**src/rtl/gtl_pkg.sv**
```systemverilog
// Shared types, constants and helper functions of the GBK text layout engine.
package gtl_pkg;

    localparam int COORD_BITS_DEF = 16;
    localparam int CMP_W          = 18;
    localparam int IDX_W          = 15;
    localparam int OFFS_W         = 21;
    localparam int LEN_W          = 7;
    localparam int CFG_W          = 16;

    localparam logic [7:0]  CHAR_NUL       = 8'h00;
    localparam logic [7:0]  CHAR_CR        = 8'd13;
    localparam logic [7:0]  LEAD_THRESH    = 8'h80;
    localparam logic [7:0]  GBK_LEAD_MIN   = 8'h81;
    localparam logic [7:0]  TRAIL_MIN      = 8'h40;
    localparam logic [7:0]  TRAIL_HI_BASE  = 8'h41;
    localparam logic [7:0]  TRAIL_GAP      = 8'h7f;
    localparam logic [7:0]  BYTE_FF        = 8'hff;
    localparam logic [7:0]  GBK_TRAIL_SPAN = 8'd190;

    localparam logic [15:0] RESET_WIDTH  = 16'd128;
    localparam logic [15:0] RESET_HEIGHT = 16'd64;
    localparam logic [1:0]  RESET_FONT   = 2'd1;

    typedef enum logic [1:0] {
        KIND_SINGLE = 2'd0,
        KIND_DOUBLE = 2'd1,
        KIND_BLANK  = 2'd2,
        KIND_FULL   = 2'd3
    } cmd_kind_t;

    typedef enum logic [1:0] {
        CFG_REGION_WIDTH  = 2'd0,
        CFG_REGION_HEIGHT = 2'd1,
        CFG_FONT_SIZE     = 2'd2
    } cfg_idx_t;

    typedef enum logic [1:0] {
        ST_IDLE,
        ST_EXEC,
        ST_FIN
    } ctrl_state_t;

    typedef struct packed {
        logic [7:0]  text_byte;
        logic        string_start;
        logic [15:0] start_x;
        logic [15:0] start_y;
    } in_item_t;

    typedef struct packed {
        cmd_kind_t         cmd_kind;
        logic [15:0]       pos_x;
        logic [15:0]       pos_y;
        logic [15:0]       char_code;
        logic [OFFS_W-1:0] font_offset;
        logic [LEN_W-1:0]  glyph_bytes;
    } out_item_t;

    typedef struct packed {
        logic load;
        logic exec;
        logic fin;
    } ctrl_cmd_t;

    typedef struct packed {
        logic res_pending;
        logic out_free;
    } dp_status_t;

    function automatic logic [4:0] font_height(input logic [1:0] sel);
        case (sel)
            2'd0:    font_height = 5'd12;
            2'd1:    font_height = 5'd16;
            default: font_height = 5'd24;
        endcase
    endfunction

    function automatic logic [LEN_W-1:0] bitmap_len(input logic [1:0] sel);
        case (sel)
            2'd0:    bitmap_len = 7'd24;
            2'd1:    bitmap_len = 7'd32;
            default: bitmap_len = 7'd72;
        endcase
    endfunction

endpackage

```
**src/rtl/gtl_in_if.sv**
```systemverilog
// Request channel carrying one text byte and its string start information.
interface gtl_in_if;
    import gtl_pkg::*;

    logic     valid;
    logic     ready;
    in_item_t data;

    modport source (output valid, output data, input ready);
    modport sink   (input valid, input data, output ready);
endinterface

```
**src/rtl/gtl_out_if.sv**
```systemverilog
// Request channel carrying one layout command.
interface gtl_out_if;
    import gtl_pkg::*;

    logic      valid;
    logic      ready;
    out_item_t data;

    modport source (output valid, output data, input ready);
    modport sink   (input valid, input data, output ready);
endinterface

```
**src/rtl/gtl_ctrl.sv**
```systemverilog
// Sequencer: capture a request, run the layout step, then hand off the command.
module gtl_ctrl (
    input  logic                   clk,
    input  logic                   rst_n,
    input  logic                   in_valid,
    output logic                   in_ready,
    input  gtl_pkg::dp_status_t    sts,
    output gtl_pkg::ctrl_cmd_t     cmd
);
    import gtl_pkg::*;

    ctrl_state_t state_reg;
    ctrl_state_t state_next;

    always_ff @(posedge clk or negedge rst_n)
    begin
        if (!rst_n)
        begin
            state_reg <= ST_IDLE;
        end
        else
        begin
            state_reg <= state_next;
        end
    end

    always_comb
    begin
        state_next = state_reg;
        in_ready   = 1'b0;
        cmd        = '0;
        case (state_reg)
            ST_IDLE:
            begin
                in_ready = 1'b1;
                if (in_valid)
                begin
                    cmd.load   = 1'b1;
                    state_next = ST_EXEC;
                end
            end
            ST_EXEC:
            begin
                cmd.exec   = 1'b1;
                state_next = ST_FIN;
            end
            ST_FIN:
            begin
                if (!sts.res_pending || sts.out_free)
                begin
                    cmd.fin  = 1'b1;
                    in_ready = 1'b1;
                    if (in_valid)
                    begin
                        cmd.load   = 1'b1;
                        state_next = ST_EXEC;
                    end
                    else
                    begin
                        state_next = ST_IDLE;
                    end
                end
            end
            default:
            begin
                state_next = ST_IDLE;
            end
        endcase
    end

endmodule

```
**src/rtl/gtl_dp.sv**
```systemverilog
// Datapath: configuration, pen state, wrap and bound tests, font offset and output register.
module gtl_dp #(
    parameter int COORD_BITS = gtl_pkg::COORD_BITS_DEF
) (
    input  logic                      clk,
    input  logic                      rst_n,
    input  gtl_pkg::ctrl_cmd_t        cmd,
    output gtl_pkg::dp_status_t       sts,
    input  gtl_pkg::in_item_t         in_data,
    input  logic                      out_ready,
    output logic                      out_valid,
    output gtl_pkg::out_item_t        out_data,
    input  logic                      cfg_we,
    input  gtl_pkg::cfg_idx_t         cfg_idx,
    input  logic [gtl_pkg::CFG_W-1:0] cfg_wdata
);
    import gtl_pkg::*;

    // configuration
    logic [15:0] width_reg;
    logic [15:0] height_reg;
    logic [1:0]  font_reg;

    // captured request
    in_item_t in_reg;

    // layout state
    logic [COORD_BITS-1:0] pen_x_reg, pen_x_next;
    logic [COORD_BITS-1:0] pen_y_reg, pen_y_next;
    logic [COORD_BITS-1:0] org_x_reg, org_x_next;
    logic [COORD_BITS-1:0] org_y_reg, org_y_next;
    logic [7:0]            lead_reg, lead_next;
    logic                  lead_pend_reg, lead_pend_next;
    logic                  swallow_reg, swallow_next;
    logic                  halted_reg, halted_next;

    // pending result
    logic                  res_valid_reg, res_valid_next;
    cmd_kind_t             res_kind_reg, res_kind_next;
    logic [COORD_BITS-1:0] res_px_reg, res_px_next;
    logic [COORD_BITS-1:0] res_py_reg, res_py_next;
    logic [15:0]           res_code_reg, res_code_next;
    logic [IDX_W-1:0]      res_idx_reg, res_idx_next;
    logic [LEN_W-1:0]      res_len_reg, res_len_next;

    // output register
    logic                  out_valid_reg, out_valid_next;
    out_item_t             out_data_reg;
    logic [IDX_W+LEN_W-1:0] offs_full;

    // step terms
    logic [COORD_BITS-1:0] ox, oy, px, py, px_p, py_p;
    logic [7:0]            lead_c;
    logic                  lp_c, sw_c, halt_c;
    logic [7:0]            b;
    logic [4:0]            h, w;
    logic [LEN_W-1:0]      blen;
    logic                  wrap, fits, bad_pair;
    logic [7:0]            ql;
    logic [15:0]           idx_full;
    logic [15:0]           code_c;

    always_ff @(posedge clk or negedge rst_n)
    begin
        if (!rst_n)
        begin
            width_reg  <= RESET_WIDTH;
            height_reg <= RESET_HEIGHT;
            font_reg   <= RESET_FONT;
        end
        else if (cfg_we)
        begin
            case (cfg_idx)
                CFG_REGION_WIDTH:  width_reg  <= cfg_wdata[15:0];
                CFG_REGION_HEIGHT: height_reg <= cfg_wdata[15:0];
                CFG_FONT_SIZE:     font_reg   <= cfg_wdata[1:0];
                default:           width_reg  <= width_reg;
            endcase
        end
    end

    always_ff @(posedge clk)
    begin
        if (cmd.load)
        begin
            in_reg <= in_data;
        end
    end

    always_comb
    begin
        b    = in_reg.text_byte;
        h    = font_height(font_reg);
        blen = bitmap_len(font_reg);

        ox     = org_x_reg;
        oy     = org_y_reg;
        px     = pen_x_reg;
        py     = pen_y_reg;
        lead_c = lead_reg;
        lp_c   = lead_pend_reg;
        sw_c   = swallow_reg;
        halt_c = halted_reg;
        if (in_reg.string_start)
        begin
            ox     = in_reg.start_x[COORD_BITS-1:0];
            oy     = in_reg.start_y[COORD_BITS-1:0];
            px     = in_reg.start_x[COORD_BITS-1:0];
            py     = in_reg.start_y[COORD_BITS-1:0];
            lead_c = 8'h00;
            lp_c   = 1'b0;
            sw_c   = 1'b0;
            halt_c = 1'b0;
        end

        w    = lp_c ? h : (h >> 1);
        wrap = (CMP_W'(px) + CMP_W'(w)) > (CMP_W'(ox) + CMP_W'(width_reg));
        px_p = wrap ? ox : px;
        py_p = wrap ? (py + COORD_BITS'(h)) : py;
        fits = !((CMP_W'(py_p) + CMP_W'(h)) > (CMP_W'(oy) + CMP_W'(height_reg)));

        bad_pair = (b < TRAIL_MIN) || (b == BYTE_FF) || (lead_c == BYTE_FF)
                   || (lead_c < GBK_LEAD_MIN);
        ql       = (b < TRAIL_GAP) ? (b - TRAIL_MIN) : (b - TRAIL_HI_BASE);
        idx_full = 16'(lead_c - GBK_LEAD_MIN) * 16'(GBK_TRAIL_SPAN) + 16'(ql);
        code_c   = lp_c ? {lead_c, b} : {8'h00, b};

        pen_x_next     = pen_x_reg;
        pen_y_next     = pen_y_reg;
        org_x_next     = org_x_reg;
        org_y_next     = org_y_reg;
        lead_next      = lead_reg;
        lead_pend_next = lead_pend_reg;
        swallow_next   = swallow_reg;
        halted_next    = halted_reg;
        res_valid_next = res_valid_reg;
        res_kind_next  = res_kind_reg;
        res_px_next    = res_px_reg;
        res_py_next    = res_py_reg;
        res_code_next  = res_code_reg;
        res_idx_next   = res_idx_reg;
        res_len_next   = res_len_reg;

        if (cmd.exec)
        begin
            pen_x_next     = px;
            pen_y_next     = py;
            org_x_next     = ox;
            org_y_next     = oy;
            lead_next      = lead_c;
            lead_pend_next = lp_c;
            swallow_next   = sw_c;
            halted_next    = halt_c;
            res_valid_next = 1'b0;
            res_px_next    = px_p;
            res_py_next    = py_p;
            res_code_next  = code_c;
            res_idx_next   = '0;
            res_len_next   = '0;
            res_kind_next  = KIND_SINGLE;

            if (!halt_c)
            begin
                if (b == CHAR_NUL)
                begin
                    halted_next    = 1'b1;
                    lead_pend_next = 1'b0;
                    swallow_next   = 1'b0;
                end
                else if (sw_c)
                begin
                    swallow_next = 1'b0;
                end
                else if (!lp_c && (b > LEAD_THRESH))
                begin
                    lead_next      = b;
                    lead_pend_next = 1'b1;
                end
                else
                begin
                    lead_pend_next = 1'b0;
                    pen_x_next     = px_p;
                    pen_y_next     = py_p;
                    if (!fits)
                    begin
                        res_valid_next = 1'b1;
                        res_kind_next  = KIND_FULL;
                        halted_next    = 1'b1;
                        swallow_next   = 1'b0;
                    end
                    else if (lp_c)
                    begin
                        res_valid_next = 1'b1;
                        res_len_next   = blen;
                        if (bad_pair)
                        begin
                            res_kind_next = KIND_BLANK;
                        end
                        else
                        begin
                            res_kind_next = KIND_DOUBLE;
                            res_idx_next  = idx_full[IDX_W-1:0];
                        end
                        pen_x_next = px_p + COORD_BITS'(h);
                    end
                    else if (b == CHAR_CR)
                    begin
                        pen_y_next   = py_p + COORD_BITS'(h);
                        pen_x_next   = ox;
                        swallow_next = 1'b1;
                    end
                    else
                    begin
                        res_valid_next = 1'b1;
                        pen_x_next     = px_p + COORD_BITS'(h >> 1);
                    end
                end
            end
        end
    end

    always_ff @(posedge clk or negedge rst_n)
    begin
        if (!rst_n)
        begin
            pen_x_reg     <= '0;
            pen_y_reg     <= '0;
            org_x_reg     <= '0;
            org_y_reg     <= '0;
            lead_reg      <= '0;
            lead_pend_reg <= 1'b0;
            swallow_reg   <= 1'b0;
            halted_reg    <= 1'b1;
            res_valid_reg <= 1'b0;
        end
        else
        begin
            pen_x_reg     <= pen_x_next;
            pen_y_reg     <= pen_y_next;
            org_x_reg     <= org_x_next;
            org_y_reg     <= org_y_next;
            lead_reg      <= lead_next;
            lead_pend_reg <= lead_pend_next;
            swallow_reg   <= swallow_next;
            halted_reg    <= halted_next;
            res_valid_reg <= res_valid_next;
        end
    end

    always_ff @(posedge clk)
    begin
        res_kind_reg <= res_kind_next;
        res_px_reg   <= res_px_next;
        res_py_reg   <= res_py_next;
        res_code_reg <= res_code_next;
        res_idx_reg  <= res_idx_next;
        res_len_reg  <= res_len_next;
    end

    assign offs_full = (IDX_W+LEN_W)'(res_idx_reg) * (IDX_W+LEN_W)'(res_len_reg);

    always_comb
    begin
        out_valid_next = out_valid_reg;
        if (cmd.fin && res_valid_reg)
        begin
            out_valid_next = 1'b1;
        end
        else if (out_ready)
        begin
            out_valid_next = 1'b0;
        end
    end

    always_ff @(posedge clk or negedge rst_n)
    begin
        if (!rst_n)
        begin
            out_valid_reg <= 1'b0;
        end
        else
        begin
            out_valid_reg <= out_valid_next;
        end
    end

    always_ff @(posedge clk)
    begin
        if (cmd.fin && res_valid_reg)
        begin
            out_data_reg.cmd_kind    <= res_kind_reg;
            out_data_reg.pos_x       <= 16'(res_px_reg);
            out_data_reg.pos_y       <= 16'(res_py_reg);
            out_data_reg.char_code   <= res_code_reg;
            out_data_reg.font_offset <= offs_full[OFFS_W-1:0];
            out_data_reg.glyph_bytes <= res_len_reg;
        end
    end

    assign out_valid       = out_valid_reg;
    assign out_data        = out_data_reg;
    assign sts.res_pending = res_valid_reg;
    assign sts.out_free    = !out_valid_reg || out_ready;

endmodule

```
**src/rtl/gbk_text_layout_engine_unit.sv**
```systemverilog
// GBK text layout engine: top level joining the sequencer and the datapath.
// Path: a byte is captured into the request register, stepped into the pending result registers,
// then handed into the output register; the next byte can be accepted during that hand-off,
// so acceptance is slower only while a pending command meets a held output register.
// Reset: pen, origin and pending lead cleared, engine halted until a string start,
// configuration back to width 128, height 64, 16-pixel font.
module gbk_text_layout_engine_unit #(
    parameter int COORD_BITS = gtl_pkg::COORD_BITS_DEF
) (
    input  logic                      clk,
    input  logic                      rst_n,
    gtl_in_if.sink                    in_ch,
    gtl_out_if.source                 out_ch,
    input  logic                      cfg_we,
    input  gtl_pkg::cfg_idx_t         cfg_idx,
    input  logic [gtl_pkg::CFG_W-1:0] cfg_wdata
);
    import gtl_pkg::*;

    ctrl_cmd_t  cmd;
    dp_status_t sts;
    logic       in_ready;
    logic       out_valid;
    out_item_t  out_data;

    gtl_ctrl u_ctrl (
        .clk      (clk),
        .rst_n    (rst_n),
        .in_valid (in_ch.valid),
        .in_ready (in_ready),
        .sts      (sts),
        .cmd      (cmd)
    );

    gtl_dp #(
        .COORD_BITS (COORD_BITS)
    ) u_dp (
        .clk       (clk),
        .rst_n     (rst_n),
        .cmd       (cmd),
        .sts       (sts),
        .in_data   (in_ch.data),
        .out_ready (out_ch.ready),
        .out_valid (out_valid),
        .out_data  (out_data),
        .cfg_we    (cfg_we),
        .cfg_idx   (cfg_idx),
        .cfg_wdata (cfg_wdata)
    );

    assign in_ch.ready = in_ready;
    assign out_ch.valid = out_valid;
    assign out_ch.data  = out_data;

    a_accept_exec: assert property (@(posedge clk) disable iff (!rst_n)
        in_ch.valid && in_ready |=> cmd.exec)
        else $error("accepted request not executed");

    a_fin_emits: assert property (@(posedge clk) disable iff (!rst_n)
        cmd.fin && sts.res_pending |=> out_valid)
        else $error("pending command not delivered");

    a_fin_room: assert property (@(posedge clk) disable iff (!rst_n)
        cmd.fin && sts.res_pending |-> !out_valid || out_ch.ready)
        else $error("output register overwritten");

    a_single_fields: assert property (@(posedge clk) disable iff (!rst_n)
        out_valid && (out_data.cmd_kind == KIND_SINGLE || out_data.cmd_kind == KIND_FULL)
        |-> out_data.font_offset == '0 && out_data.glyph_bytes == '0)
        else $error("offset or length set on a non-glyph command");

endmodule
```
**src/flat_wrapper.sv**
```systemverilog
// flat-port wrapper written by rule: the top's interface ports become plain ports
module gbk_text_layout_engine_unit_flat import gtl_pkg::*;
#(
    parameter int COORD_BITS = gtl_pkg::COORD_BITS_DEF
)
  (clk, rst_n, cfg_we, cfg_idx, cfg_wdata, in_ch_valid, in_ch_data, in_ch_ready, out_ch_valid, out_ch_data, out_ch_ready);
  gtl_in_if in_ch_i ();
  gtl_out_if out_ch_i ();
  input  logic clk;
  input  logic rst_n;
  input  logic cfg_we;
  input  gtl_pkg::cfg_idx_t cfg_idx;
  input  logic [gtl_pkg::CFG_W-1:0] cfg_wdata;
  input wire logic [$bits(in_ch_i.valid)-1:0] in_ch_valid;
  input wire logic [$bits(in_ch_i.data)-1:0] in_ch_data;
  output wire logic [$bits(in_ch_i.ready)-1:0] in_ch_ready;
  output wire logic [$bits(out_ch_i.valid)-1:0] out_ch_valid;
  output wire logic [$bits(out_ch_i.data)-1:0] out_ch_data;
  input wire logic [$bits(out_ch_i.ready)-1:0] out_ch_ready;
  assign in_ch_i.valid = in_ch_valid;
  assign in_ch_i.data = in_ch_data;
  assign in_ch_ready = in_ch_i.ready;
  assign out_ch_valid = out_ch_i.valid;
  assign out_ch_data = out_ch_i.data;
  assign out_ch_i.ready = out_ch_ready;
  gbk_text_layout_engine_unit #(.COORD_BITS(COORD_BITS)) u_core (.clk(clk), .rst_n(rst_n), .in_ch(in_ch_i), .out_ch(out_ch_i), .cfg_we(cfg_we), .cfg_idx(cfg_idx), .cfg_wdata(cfg_wdata));
endmodule
```
**config.mk**
```make
export PLATFORM = sky130hd
export DESIGN_NAME = gbk_text_layout_engine_unit_flat
export DESIGN_NICKNAME = d
export VERILOG_FILES = /design/src/rtl/gtl_pkg.sv /design/src/rtl/gtl_in_if.sv /design/src/rtl/gtl_out_if.sv /design/src/rtl/gtl_ctrl.sv /design/src/rtl/gtl_dp.sv /design/src/rtl/gbk_text_layout_engine_unit.sv /design/src/flat_wrapper.sv
export SDC_FILE = /design/constraint.sdc
export NUM_CORES = 1
export LEC_CHECK = 0
export BUFFER_PORTS_ARGS = -buffer_cell sky130_fd_sc_hd__buf_4
export CORE_MARGIN = 8
export CORE_UTILIZATION = 62
export DETAILED_ROUTE_END_ITERATION = 8
export GPL_TIMING_DRIVEN = 0
export PLACE_DENSITY = 0.82
export SLEW_MARGIN = 20
export SYNTH_ARGS = -nofsm -noshare
export SYNTH_HDL_FRONTEND = slang
export SYNTH_SLANG_ARGS = --single-unit
```
**constraint.sdc**
```tcl
create_clock -name clk -period 12.68 [get_ports clk]
set_input_delay 1.268 -clock clk [delete_from_list [all_inputs] [get_ports clk]]
set_output_delay 1.268 -clock clk [all_outputs]
set_load 0.02 [all_outputs]
```
==> summary.txt, run 1 <==
Layout
  • Non-Filler Instances: 2,457
  • Max FFs per register: 72
  • Nets@finish: 2,327
  • Area grow syn2layout: 13.6%
  • Antenna cell count: 0
  • Post-layout util: 71.2%
  • Most frequent cells in the layout: edfxtp_1 (182), ha_1 (172), nand2_1 (166)
  • Commonest non-fill, non-tap cell in the layout: edfxtp_1
  • Share of cells above drive strength 1: 15.7%

Drt
  • Final WL: 52,700 um
  • DR WL/cell: 21.5 um
  • Vias: 15.1k
  • First DRT Iteration DRCs: 1,429
  • Drt drc: 0
  • Antenna viol nets, final: 0
  • Pre-Repair DR Iteration Count: 6
  • Drt via density: 6.15

Synthesis
  • Post-synth EDFFs: 182
  • Post-synthesis sequential area ratio: 42.0%
  • Area share of the largest cell type after synthesis: 27.7%
  • Fraction of registers with async set/reset: 38.3%
  • Synth area leaders: edfxtp_1 (28%), dfrtp_1 (14%), ha_1 (11%)
  • Mapped Cells: 1,850
  • Synth Cell Area: 19,700 um2
  • Synthesized area per cell: 10.7 um2
  • Top FF cell, synth: edfxtp_1
  • Post-synthesis cell type count: 83
  • Ys Warns: 0
  • Largest area contributor in the netlist: edfxtp_1
  • FF+latch count, synth: 295

Placement
  • Placed insts: 2,399
  • DP HPWL: 40,500 um
  • Count of buffers from port buffering: 137
  • GP Congestion: 0.965

Job
  • Max-cap violations: 0

STA
  • Final setup viols: 0
  • Final Hold Vio Count: 0
  • Final hold slack: 0.415 ns
  • Worst-Margin Slew: 1.08 ns
  • Final period util: 95.0%
  • Post-layout min period: 12.04 ns
  • TNS Setup: 0 ns
  • Max Freq: 83.1 MHz
  • Relative slew slack: 25.8%
  • RSZ-0062 raised after global routing: false
  • Final Skew: 0.0296 ns
  • Max Transition Viols Final: 0

Critical path
  • Worst R2R End: u_core.u_dp.pen_x_reg[15]
  • Critical path arrival: 12.47 ns
  • Worst path slowest cell: or4_4
  • Crit-path max FO: 19
  • FF-to-FF Start: u_core.u_dp.in_reg[32]
  • Flop2flop setup slack: 0.64 ns
  • Worst Path Required: 13.11 ns
  • R2R cell count: 40
  • CP Capture Type: register
  • Critical path class: reg -> reg
  • Startpoint types: register
  • CP max stage delay: 0.56 ns

Worst hold path
  • Worst Hold Endpoint: u_core.u_dp.out_data[30]
  • Min-delay worst type: reg -> reg
  • Worst hold path depth: 0
  • Hold_sp: u_core.u_dp.res_code_reg[2]

GRT
  • Vias in the first global route: 15.3k
  • GRT Overall Usage: 27.4%
  • First-pass GRT wire length: 82,900 um
  • M2 GR Usage: 46.7%
  • Grt met1 use: 34.4%
  • GR peak layer: met2
  • Overflow after GRT: 0
  • Met3 Use GR: 4.75%
  • Largest net degree at the start of global routing: 78
  • Antenna violations before repair: 0

Run status
  • Outcome: finished, final reports clean

Die
  • Site Rows: 65
  • DIE WIDTH: 194 um
  • Die Y-Extent: 194 um
  • Top Ports: 144
  • Die Area: 37,800 um2
  • Area of the core: 31,500 um2
  • Initial core utilization: 62.7%

Clock tree
  • CTS tree: yes
  • Clk Latency, worst-skew pair: 0.59 ns
  • Clock buffer depth: 3
  • CTS H-tree depth: 1
  • Reg clk slew, reported paths: 0.06 ns
  • Clk Tree Root Cell: clkbuf_16
  • CTS sink cnt: 295
  • TritonCTS Buffers: 31
  • Hold buffers post-CTS: 0
==> worst max path at each step <==
stage	end	slack (ns)	cells past startpoint	startpoint
2_1_floorplan	u_core.u_dp.res_idx_reg[0]	3.10	42	u_core.u_dp.in_reg[32]
3_3_place_gp	u_core.u_dp.res_idx_reg[12]	-0.16	43	u_core.u_dp.in_reg[32]
3_5_place_dp	u_core.u_dp.res_idx_reg[12]	-0.23	43	u_core.u_dp.in_reg[32]
4_1_cts	u_core.u_dp.res_idx_reg[12]	0.19	42	u_core.u_dp.in_reg[32]
5_1_grt	u_core.u_dp.res_idx_reg[12]	0.18	43	u_core.u_dp.in_reg[32]
6_report	u_core.u_dp.pen_x_reg[15]	0.64	40	u_core.u_dp.in_reg[32]
==> final cells by class <==
cell class	count	area [um2]
clock inverter	16	144
inverter	161	609
multi-input combinational	1343	10600
buffer	54	243
sequential	295	8300
clock buffer	42	847
fill	2291	9050
tap	402	503
timing repair buffer	144	1140
==> cell usage after synthesis (40+ instances only) <==
cell type    n
ha_1       172
inv_1      160
edfxtp_1   182
dfrtp_1    109
nand2_1    166
and2_1      40
xnor2_1     93
fa_1        61
o21ai_0     98
a21oi_1     88
nor2_1     109
mux2_2      72
==> metal layers <==
metal  vias up  share of wire (%)
met2       648                 48
met1      7379                 40
met5         -                  0
met3       128                7.5
met4         0                4.2
li1       6950                  -
==> cell families (layout without fill, tap and decap cells) <==
kind of cell | after synthesis | count (layout) | share of synthesized area, %
and+or+nand+nor | 487 | 487 | 12.2
xor gates and xnor gates | 133 | 133 | 6.06
muxes | 105 | 105 | 5.80
DFF | 295 | 295 | 42.0
buffers and inverters | 217 | 417 | 4.32
AOI/OAI and AO/OA | 379 | 379 | 12.5
other | 1 | 6 | 0.0190
adders and majority gates | 233 | 233 | 17.1
==> timing repair <==
action | 4_1_cts | 5_1_grt
resized for setup | 0 | 2
pin swaps | 0 | 0
buffers inserted | 0 | 2
setup endpoints to repair | 26 | 37
==> stage by stage <==
stage               instance area, um2  setup WS [ns]
floorplan                        19800           3.10
global placement                 21300         -0.161
detailed placement               21400         -0.230
CTS                              22400          0.189
global route                     22400          0.177
finish                           22400          0.639
==> worst max-delay path, delay by kind of cell (launching register included) <==
kind | cells | cell delay [ns]
adder cells (fa/ha/maj) | 5 | 1.51
multiplexers | 2 | 0.82
AND/OR/NAND/NOR | 6 | 1.20
flip-flops | 1 | 0.37
AO/OA/AOI/OAI | 19 | 4.79
buffers and inverters | 7 | 2.98
XOR/XNOR | 1 | 0.15
Power of run 1 is not shown: default switching activity piles up to over one toggle a cycle in this logic, so the estimate is an artifact.
==> inputs of run 2 (changes only) <==
--- a/config.mk
+++ b/config.mk
@@ -8,6 +8,7 @@
 export BUFFER_PORTS_ARGS = -buffer_cell sky130_fd_sc_hd__buf_4
 export CORE_MARGIN = 8
 export CORE_UTILIZATION = 62
+export CTS_BUF_LIST = sky130_fd_sc_hd__clkbuf_8 sky130_fd_sc_hd__clkbuf_16
 export DETAILED_ROUTE_END_ITERATION = 8
 export GPL_TIMING_DRIVEN = 0
 export PLACE_DENSITY = 0.82
==> run 2 against run 1 <==
Net effect:
- setup slack worse by 0.020 ns
- register-to-register slack lost 0.02 ns
- global-route usage about the same
- core utilization unchanged
- worst hold slack is essentially flat
- clock skew decreased by 0.0016 ns
- via count fell by 0.19%
- final area unchanged
- die area is the same
- routed wire length rose by 0.12%
==> summary.txt, run 2 (synthesis gave the netlist of run 1 again) <==
Drt
  • Drt drc: 0 (unchanged)
  • Vias: 15.1k (about the same)
  • Final WL: 52,800 um (was 52,700 um)
  • DR WL/cell: 21.5 um (about the same)
  • Pre-Repair DR Iteration Count: 6 (unchanged)
  • Drt via density: 6.14 (was 6.15)
  • Antenna viol nets, final: 0 (unchanged)
  • First DRT Iteration DRCs: 1,333 (was 1,429)

Die
  • Top Ports: 144 (unchanged)
  • Initial core utilization: 62.7% (unchanged)
  • DIE WIDTH: 194 um (unchanged)
  • Die Y-Extent: 194 um (unchanged)
  • Die Area: 37,800 um2 (unchanged)
  • Site Rows: 65 (unchanged)
  • Area of the core: 31,500 um2 (unchanged)

STA
  • Max Freq: 82.9 MHz (was 83.1 MHz)
  • Final setup viols: 0 (unchanged)
  • Final Skew: 0.0280 ns (was 0.0296 ns)
  • Final period util: 95.1% (was 95.0%)
  • Relative slew slack: 25.1% (was 25.8%)
  • Final Hold Vio Count: 0 (unchanged)
  • Worst-Margin Slew: 1.09 ns (was 1.08 ns)
  • Max Transition Viols Final: 0 (unchanged)
  • Post-layout min period: 12.06 ns (was 12.04 ns)
  • TNS Setup: 0 ns (unchanged)
  • RSZ-0062 raised after global routing: false (unchanged)

Layout
  • Non-Filler Instances: 2,457 (unchanged)
  • Area grow syn2layout: 13.6% (unchanged)
  • Share of cells above drive strength 1: 15.7% (unchanged)
  • Max FFs per register: 72 (unchanged)
  • # fillers: 2,291 (unchanged)
  • Nets@finish: 2,327 (unchanged)
  • Most frequent cells in the layout: edfxtp_1 (182), ha_1 (172), inv_1 (168) (was edfxtp_1 (182), ha_1 (172), nand2_1 (166))
  • Antenna cell count: 0 (unchanged)
  • Commonest non-fill, non-tap cell in the layout: edfxtp_1 (unchanged)

Clock tree
  • CTS tree: yes (unchanged)
  • TritonCTS Buffers: 31 (unchanged)
  • Clk Latency, worst-skew pair: 0.59 ns (about the same)
  • CTS sink cnt: 295 (unchanged)
  • Clock buffer depth: 3 (unchanged)
  • Reg clk slew, reported paths: 0.06 ns (about the same)
  • CTS H-tree depth: 1 (unchanged)
  • Clk Tree Root Cell: clkbuf_16 (unchanged)

GRT
  • Largest net degree at the start of global routing: 78 (unchanged)
  • Vias in the first global route: 15.3k (about the same)
  • Antenna violations before repair: 0 (unchanged)
  • GRT Overall Usage: 27.4% (about the same)
  • First-pass GRT wire length: 82,900 um (about the same)
  • Overflow after GRT: 0 (unchanged)

Placement
  • Placed insts: 2,399 (unchanged)
  • DP HPWL: 40,500 um (unchanged)
  • GP Congestion: 0.965 (unchanged)
  • Count of buffers from port buffering: 137 (unchanged)

Job
  • Max-cap violations: 0 (unchanged)

Critical path
  • Critical path class: reg -> reg (unchanged)
  • Startpoint types: register (unchanged)
  • Crit-path max FO: 19 (unchanged)
  • CP max stage delay: 0.56 ns (about the same)
  • Worst Path Required: 13.11 ns (about the same)
  • Worst path slowest cell: or4_4 (unchanged)
  • CP Capture Type: register (unchanged)
  • Critical path arrival: 12.49 ns (was 12.47 ns)

Worst hold path
  • Min-delay worst type: reg -> reg (unchanged)

Run status
  • Outcome: finished, final reports clean (unchanged)
==> run 2: cell type report <==
type,instances,area [um2],share of cell area (%)
Buffer,54,243,1.08
Sequential cell,295,8300,37.0
Clock buffer,34,817,3.64
Timing Repair Buffer,144,1140,5.09
Inverter,161,609,2.72
Tap cell,402,503,2.24
Clock inverter,24,174,0.776
Multi-Input combinational cell,1343,10600,47.4
==> run 2: stage by stage <==
step / utilization (%) / hold WS (ns) / area [um2] / setup WS (ns)
after detailed placement: 68.0 / 0.405 / 21400 / -0.230
final: 71.2 / 0.415 / 22400 / 0.619
after CTS: 71.1 / 0.416 / 22400 / 0.189
after global routing: 71.2 / 0.422 / 22400 / 0.177
after floorplan: - / 0.400 / 19800 / 3.10
after global placement: 67.6 / 0.402 / 21300 / -0.161
==> run 2: path summary, 6_finish.rpt <==
| check | slack, ns | depth (start not counted) | start | end |
|---|---|---|---|---|
| worst max register to register | 0.62 | 40 | u_core.u_dp.in_reg[32] | u_core.u_dp.pen_x_reg[15] |
| worst min-delay path | 0.41 | 0 | u_core.u_dp.res_code_reg[2] | u_core.u_dp.out_data[30] |
| worst min register to register | 0.41 | 0 | u_core.u_dp.res_code_reg[2] | u_core.u_dp.out_data[30] |
| max in group asynchronous | 11.31 | 2 | rst_n | u_core.u_dp.halted_reg |
| worst max-delay path | 0.62 | 40 | u_core.u_dp.in_reg[32] | u_core.u_dp.pen_x_reg[15] |
| min in group asynchronous | 0.64 | 1 | rst_n | u_core.u_dp.height_reg[5] |
==> run 2: worst max-delay path, delay by kind of cell (launching register included) <==
family          cells  cell delay (ns)
flops               1             0.37
compound gates     19             4.80
xor+xnor            1             0.15
simple gates        6             1.20
fa+ha+maj           5             1.51
mux                 2             0.82
buf+inv             7             3.01
==> run 2: per-layer routing <==
metal | vias to the layer above | GRT usage [%] | routed length [um]
met5 | - | 0 | 0
met4 | 0 | 10.8 | 2090
met3 | 118 | 4.75 | 3830
met2 | 637 | 46.7 | 25500
met1 | 7382 | 34.4 | 21400
li1 | 6939 | - | -
==> run 2: what timing repair did <==
item | in CTS | in global routing
hold buffers | 0 | 0
setup buffers | 0 | 2
gates resized for setup | 0 | 2
endpoints found under the setup margin | 26 | 37
Power of run 2 is left out for the same reason.
